**src/hdl/assert_macros.svh**
```systemverilog
// Assertion macros used by the top level of the ordered record list engine.
`ifndef ASSERT_MACROS_SVH
`define ASSERT_MACROS_SVH

// Check a condition on every rising clock edge outside reset.
`define ORLE_ASSERT_ALWAYS(label, cond, msg) \
  label: assert property (@(posedge clk) disable iff (!rst_n) (cond)) else $error(msg);

// Check that a condition in one cycle leads to another in the next cycle.
`define ORLE_ASSERT_NEXT(label, ante, cons, msg) \
  label: assert property (@(posedge clk) disable iff (!rst_n) (ante) |=> (cons)) \
    else $error(msg);

`endif

```
**src/hdl/orle_pkg.sv**
```systemverilog
// Shared types, codes and constants of the ordered record list engine.
package orle_pkg;

  localparam int CAPACITY_DEF = 16;

  localparam int IN_TDATA_W  = 200;
  localparam int IN_TUSER_W  = 3;
  localparam int OUT_TDATA_W = 200;
  localparam int OUT_TUSER_W = 2;
  localparam int TOTAL_W     = 5;
  localparam int POS_W       = 5;

  localparam logic [2:0] OP_INS_FRONT = 3'd0;
  localparam logic [2:0] OP_INS_END   = 3'd1;
  localparam logic [2:0] OP_DEL_FRONT = 3'd2;
  localparam logic [2:0] OP_DEL_END   = 3'd3;
  localparam logic [2:0] OP_DEL_POS   = 3'd4;
  localparam logic [2:0] OP_LIST      = 3'd5;

  localparam logic [1:0] ST_OK     = 2'd0;
  localparam logic [1:0] ST_EMPTY  = 2'd1;
  localparam logic [1:0] ST_FULL   = 2'd2;
  localparam logic [1:0] ST_BADPOS = 2'd3;

  localparam logic [1:0] CMD_INS_FRONT = 2'd0;
  localparam logic [1:0] CMD_INS_END   = 2'd1;
  localparam logic [1:0] CMD_DEL_AT    = 2'd2;
  localparam logic [1:0] CMD_ROTATE    = 2'd3;

  typedef struct packed {
    logic [31:0]        name_part2;
    logic [63:0]        name_part1;
    logic [63:0]        name_part0;
    logic signed [31:0] roll;
  } rec_t;

  typedef struct packed {
    logic       en;
    logic [1:0] cmd;
  } cell_ctl_t;

endpackage

```
**src/hdl/orle_cell.sv**
```systemverilog
// One cell of the record chain: holds one record and moves it per chain command.
module orle_cell #(
  parameter int CW  = 5,
  parameter int IDX = 0
) (
  input  logic                clk,
  input  orle_pkg::cell_ctl_t ctl,
  input  logic [CW-1:0]       sel,
  input  orle_pkg::rec_t      left_rec,
  input  orle_pkg::rec_t      right_rec,
  input  orle_pkg::rec_t      new_rec,
  input  orle_pkg::rec_t      wrap_rec,
  output orle_pkg::rec_t      rec
);

  localparam logic [CW-1:0] MY_IDX = CW'(IDX);

  orle_pkg::rec_t data_r;
  orle_pkg::rec_t data_nxt;

  always_comb begin
    data_nxt = data_r;
    if (ctl.en) begin
      case (ctl.cmd)
        orle_pkg::CMD_INS_FRONT: data_nxt = left_rec;
        orle_pkg::CMD_INS_END: begin
          if (MY_IDX == sel) data_nxt = new_rec;
        end
        orle_pkg::CMD_DEL_AT: begin
          if (MY_IDX >= sel) data_nxt = right_rec;
        end
        orle_pkg::CMD_ROTATE: data_nxt = (MY_IDX == sel) ? wrap_rec : right_rec;
        default: data_nxt = data_r;
      endcase
    end
  end

  always_ff @(posedge clk) begin
    data_r <= data_nxt;
  end

  assign rec = data_r;

endmodule

```
**config.mk**
```make
export PLATFORM = sky130hd
export DESIGN_NAME = orle_cell
export DESIGN_NICKNAME = d
export VERILOG_FILES = /design/src/hdl/assert_macros.svh /design/src/hdl/orle_pkg.sv /design/src/hdl/orle_cell.sv
export SDC_FILE = /design/constraint.sdc
export NUM_CORES = 1
export LEC_CHECK = 0
export BUFFER_PORTS_ARGS = -buffer_cell sky130_fd_sc_hd__buf_2
export CAP_MARGIN = 10
export CORE_AREA = 2 2 377 379
export CTS_CLUSTER_DIAMETER = 200
export CTS_CLUSTER_SIZE = 24
export DETAILED_ROUTE_END_ITERATION = 7
export DIE_AREA = 0 0 379 381
export PLACE_DENSITY = 0.3
export SLEW_MARGIN = 20
export SYNTH_ARGS = -nofsm -noshare
export SYNTH_HDL_FRONTEND = slang
export SYNTH_SLANG_ARGS = --single-unit
```
**constraint.sdc**
```tcl
create_clock -name clk -period 16.3 [get_ports clk]
set_clock_uncertainty 0.2 [all_clocks]
set_input_delay 3.26 -clock clk [delete_from_list [all_inputs] [get_ports clk]]
set_output_delay 3.26 -clock clk [all_outputs]
set_load 0.02 [all_outputs]
```
==> results.json, run 1 <==
{
  "status": "completed",
  "synth_mux_area_share_pct": 12.8,
  "dp_cells": 4045,
  "dieArea_mm2": 0.144,
  "power.share.clock_pct": 29.4,
  "hold_buffers": 0,
  "synth_xor_xnor_area_share_pct": 0,
  "rsz0062_at_grt": "no",
  "drc": 0,
  "cts_tree": "yes",
  "largest_register_ff_count": 192,
  "ys_seq_area_share_pct": 38.5,
  "ant_nets": 0,
  "synth_compound_area_share_pct": 24.5,
  "grt_max_degree": 139,
  "crit_path_end": "rec[176]$_DFFE_PP_",
  "crit_path_start": "sel[1]",
  "p_sw_share_pct": 36.3,
  "final_nets": 2951,
  "yosysUniqueCellTypes": 16,
  "cp_common_cell": "buf_4",
  "worstSetupPathType": "input pin to register",
  "grt-ovfl-total": 0,
  "fin_crit_ns": 6.79,
  "min_path_type": "input pin to register",
  "cp-end-kind": "register",
  "power.density_mw_per_mm2": 72.1,
  "dr_wl_met3_um": 9810,
  "fin_cells": 4106,
  "p_sw_uw": 579,
  "relSlewSlack_pct": 25.2,
  "avgSynthCellArea_um2": 11.1,
  "synth_top_family_by_area": "compound AO/OA/AOI/OAI gates",
  "routed_wl_um": 111000,
  "grt_pass1_vias": 17000,
  "slowest_stage": "buf_4",
  "num_io_pins": 969,
  "startpoint_type": "input pin",
  "peakVddDrop_mv": 0.0499,
  "critPathArrivalTime_ns": 6.74,
  "cts_sinks": 192,
  "via_per_inst": 3.99,
  "pwr-share-comb_pct": 31.4,
  "syn_area_mm2": 0.0150,
  "vias": 16400,
  "cts_resized": 0,
  "fp.dieH_um": 381,
  "drive_above_1_share_pct": 52.1,
  "power_frac_seq_pct": 39.2,
  "crit_path_max_incr_delay_ns": 0.78,
  "fmax_mhz": 147,
  "worstMarginPinSlew_ns": 1.12,
  "intPower_mw": 1.02,
  "hpwl_um": 85500,
  "h-tree-depth": 4,
  "yosys.area_share.simple_pct": 17.9,
  "grt_antenna_before_repair": 99,
  "wire_per_inst_um": 26.9,
  "cp.required_ns": 16.25,
  "clk_path_buf_depth": 2,
  "dr.max_layer_used": "met5",
  "core_area_mm2": 0.141,
  "p_leak_nw": 9.11,
  "gp_congestion": 0.800,
  "syn-num-nets": 2131,
  "layout_commonest_cell": "buf_2",
  "syn_to_final_growth_pct": 48.0,
  "synth_cells": 1354,
  "track_usage_pct": 14.7,
  "drt-met1-wl_um": 43800,
  "root_buffer": "clkbuf_16",
  "fin_crit_sh_pct": 41.6,
  "row_count": 138,
  "synth-adder-area-share_pct": 0,
  "wl_met2_um": 53800,
  "drt_iter0_drc": 868,
  "ys_ff_latch": 192,
  "fin_tns_setup_ns": 0,
  "setup_viol": 0,
  "maxCapViolations": 0,
  "yosys_warnings": 0,
  "drt-pass1-iter-count": 5,
  "grt_pass1_wl_um": 146000,
  "io_buffers": 968,
  "cp_max_fo": 53,
  "timing.hold.ws_ns": 2.82,
  "clk_pin_slew_ns": 0.09,
  "fp.dieW_um": 379,
  "maxSlewViolCount": 0,
  "hold_viol": 0,
  "path_cells": "buf_2 > or4_4 > o22ai_1 > and2_4 > buf_4 > buf_4",
  "postCtsSetupRepairBufs": 0,
  "cts-buffers-inserted": 17,
  "start_util_pct": 10.7
}
-- per-layer routing --
metal  vias to the layer above  GRT usage, %
met2                       764          25.1
li1                       7320             -
met5                         -             0
met4                        60          4.19
met1                      8056          16.9
met3                       192          5.49
-- through the flow --
| step | util [%] | power, mW | cell area [um^2] | setup slack, ns |
|---|---|---|---|---|
| 2_1_floorplan | - | 0.893 | 15000 | 6.93 |
| 3_3_place_gp | 15.3 | 1.15 | 21500 | 8.79 |
| 3_5_place_dp | 15.3 | 1.15 | 21500 | 8.78 |
| 4_1_cts | 15.7 | 1.63 | 22100 | 9.37 |
| 5_1_grt | 15.8 | 1.67 | 22100 | 9.27 |
| 6_report | 15.8 | 1.60 | 22200 | 9.51 |
-- cell type report --
cell class | instances | area, um^2
Antenna cell | 30 | 75.1
Clock inverter | 14 | 135
Clock buffer | 17 | 425
Sequential cell | 192 | 5770
Multi-Input combinational cell | 967 | 8290
Fill cell | 16200 | 118000
Tap cell | 1890 | 2360
Timing Repair Buffer | 996 | 5110
-- worst max-delay path, delay by kind of cell --
kind / cells / cell delay, ns
AND/OR/NAND/NOR: 2 / 1.35
buffers and inverters: 3 / 1.65
AO/OA/AOI/OAI: 1 / 0.24
-- worst min-delay path by stage --
stage | start | endpoint | cells past startpoint
after floorplan | new_rec[118] | rec[118]$_DFFE_PP_ | 2
after global placement | new_rec[32] | rec[32]$_DFFE_PP_ | 3
after detailed placement | new_rec[32] | rec[32]$_DFFE_PP_ | 3
after CTS | new_rec[177] | rec[177]$_DFFE_PP_ | 3
after global routing | new_rec[16] | rec[16]$_DFFE_PP_ | 3
final | new_rec[177] | rec[177]$_DFFE_PP_ | 3
-- synthesized netlist by cell type --
library cell  number  area [um^2]
nand4b_1         192         1680
nor2b_1            2         12.5
o211ai_2         107         1340
a2bb2oi_1        192         1680
buf_6             19          214
or4_1              1         7.51
edfxtp_1         192         5770
mux2i_1          192         1920
o211ai_1          85          638
clkbuf_1          97          364
buf_2             58          290
nand3_1          192          961
and2_1             2         12.5
o22ai_1            1         6.26
nor4_1             1         6.26
buf_1             21         78.8
-- power groups by stage --
stage	clock network [mW]	registers, mW	logic (mW)
after detailed placement	0	0.638	0.510
after floorplan	0	0.703	0.190
after CTS	0.495	0.628	0.511
final	0.470	0.626	0.501
after global routing	0.504	0.632	0.537
after global placement	0	0.639	0.510
-- kinds of logic after synthesis --
| group | after synthesis |
|---|---|
| AO/OA/AOI/OAI | 385 |
| AND/OR/NAND/NOR | 390 |
| buffers and inverters | 195 |
| multiplexers | 192 |
| flip-flops | 192 |
(Power assumes the default switching activity.)
==> inputs of run 2 (changes only) <==
--- a/config.mk
+++ b/config.mk
@@ -7,11 +7,11 @@
 export LEC_CHECK = 0
 export BUFFER_PORTS_ARGS = -buffer_cell sky130_fd_sc_hd__buf_2
 export CAP_MARGIN = 10
-export CORE_AREA = 2 2 377 379
+export CORE_AREA = 2 2 379 381
 export CTS_CLUSTER_DIAMETER = 200
 export CTS_CLUSTER_SIZE = 24
 export DETAILED_ROUTE_END_ITERATION = 7
-export DIE_AREA = 0 0 379 381
+export DIE_AREA = 0 0 381 383
 export PLACE_DENSITY = 0.3
 export SLEW_MARGIN = 20
 export SYNTH_ARGS = -nofsm -noshare
==> constraint.sdc (replaced) <==
create_clock -name clk -period 6.95 [get_ports clk]
set_clock_uncertainty 0.2 [all_clocks]
set_input_delay 1.39 -clock clk [delete_from_list [all_inputs] [get_ports clk]]
set_output_delay 1.39 -clock clk [all_outputs]
set_load 0.02 [all_outputs]
==> run 2 against run 1 <==
Setup slack got worse by 6.3 ns. Sequential power increased by 130%. Critical path depth decreased by 1.
==> results.json, run 2 (same netlist as run 1, synthesis figures left out) <==
{
  "clk_pin_slew_ns": 0.10,
  "rsz0062_at_grt": "no",
  "start_util_pct": 10.5,
  "drt-pass1-iter-count": 5,
  "place_area_mm2": 0.0217,
  "power.share.clock_pct": 30.0,
  "ant_nets": 0,
  "min_path_type": "input pin to register",
  "power.density_mw_per_mm2": 170,
  "maxSlewViolCount": 0,
  "fillers": 16300,
  "wire_per_inst_um": 26.6,
  "fp.dieH_um": 383,
  "track_usage_pct": 14.4,
  "setup_viol": 0,
  "clk_path_buf_depth": 2,
  "pwr-share-comb_pct": 31.4,
  "p_sw_mw": 1.35,
  "critPathArrivalTime_ns": 3.71,
  "cts_tree": "yes",
  "grt-ovfl-total": 0,
  "hold_viol": 0,
  "core_area_mm2": 0.142,
  "grt_max_degree": 155,
  "drive_above_1_share_pct": 52.1,
  "dieArea_mm2": 0.146,
  "num_io_pins": 969,
  "slowest_stage": "or4_4",
  "peakVddDrop_mv": 0.150,
  "row_count": 139,
  "fin_tns_setup_ns": 0,
  "p_leak_nw": 9.19,
  "drt_iter0_drc": 925,
  "largest_register_ff_count": 192,
  "hpwl_um": 85600,
  "io_buffers": 968,
  "fp.dieW_um": 381,
  "final_nets": 2954,
  "layout_commonest_cell": "buf_2",
  "p_sw_share_pct": 35.8,
  "status": "completed",
  "path_cells": "buf_2 > or4_4 > o22ai_1 > and2_4 > buf_12",
  "grt_antenna_before_repair": 84,
  "timing.hold.ws_ns": 0.935,
  "drc": 0,
  "syn_to_final_growth_pct": 48.9,
  "fin_crit_sh_pct": 53.2,
  "fmax_mhz": 270,
  "cts_resized": 0,
  "h-tree-depth": 4,
  "vias": 16500,
  "cts-buffers-inserted": 17,
  "grt_pass1_wl_um": 147000,
  "cp-end-kind": "register",
  "fin_crit_ns": 3.70,
  "postCtsSetupRepairBufs": 0,
  "via_per_inst": 4.02,
  "routed_wl_um": 109000,
  "power_frac_seq_pct": 38.6,
  "worstMarginPinSlew_ns": 1.27,
  "intPower_mw": 2.43,
  "gp_congestion": 0.802,
  "relSlewSlack_pct": 15.5,
  "cts_sinks": 192,
  "final_area_mm2": 0.0223,
  "cp.required_ns": 6.96,
  "startpoint_type": "input pin",
  "hold_buffers": 0,
  "crit_path_max_incr_delay_ns": 0.76,
  "root_buffer": "clkbuf_16",
  "fin_util_pct": 15.7,
  "worstSetupPathType": "input pin to register",
  "maxCapViolations": 0,
  "grt_pass1_vias": 16900,
  "cp_max_fo": 44
}
-- run 2: per-stage QoR --
step / setup slack (ns) / cells / power [mW]
global route: 3.13 / 4096 / 3.96
floorplan: 1.61 / 1354 / 2.09
detailed placement: 2.60 / 4061 / 2.69
finish: 3.25 / 4105 / 3.79
global placement: 2.60 / 4061 / 2.70
CTS: 3.22 / 4093 / 3.87
-- run 2: worst paths after layout --
path   startpoint                 end  depth (start not counted)
max        sel[1]  rec[173]$_DFFE_PP_                          5
min   new_rec[12]   rec[12]$_DFFE_PP_                          3
-- run 2: power groups by stage --
| stage | clock [mW] | sequential [mW] | combinational [mW] |
|---|---|---|---|
| detailed placement | 0 | 1.49 | 1.21 |
| floorplan | 0 | 1.64 | 0.445 |
| finish | 1.14 | 1.46 | 1.19 |
| CTS | 1.20 | 1.46 | 1.21 |
| global route | 1.21 | 1.47 | 1.28 |
| global placement | 0 | 1.49 | 1.21 |
-- run 2: area by class of cell --
type                       instances  area, um^2  share of cell area, %
antenna                           12        30.0                  0.135
timing repair buffer             999        5260                   23.6
tap                             1903        2380                   10.7
sequential                       192        5770                   25.8
clock inverter                    15         158                  0.707
multi-input combinational        967        8290                   37.2
clock buffer                      17         425                   1.91
-- run 2: worst max-delay path: cells and delay by family --
kind | cells | cell delay (ns)
simple gates | 2 | 1.51
buf+inv | 2 | 0.45
compound gates | 1 | 0.24
-- run 2: metal layers --
metal | track usage [%] | up-vias | wire length [um]
li1 | - | 7300 | -
met1 | 17.9 | 8228 | 46500
met2 | 24.6 | 795 | 52900
met3 | 4.36 | 155 | 7920
met4 | 2.88 | 28 | 1900
met5 | 0 | - | 160
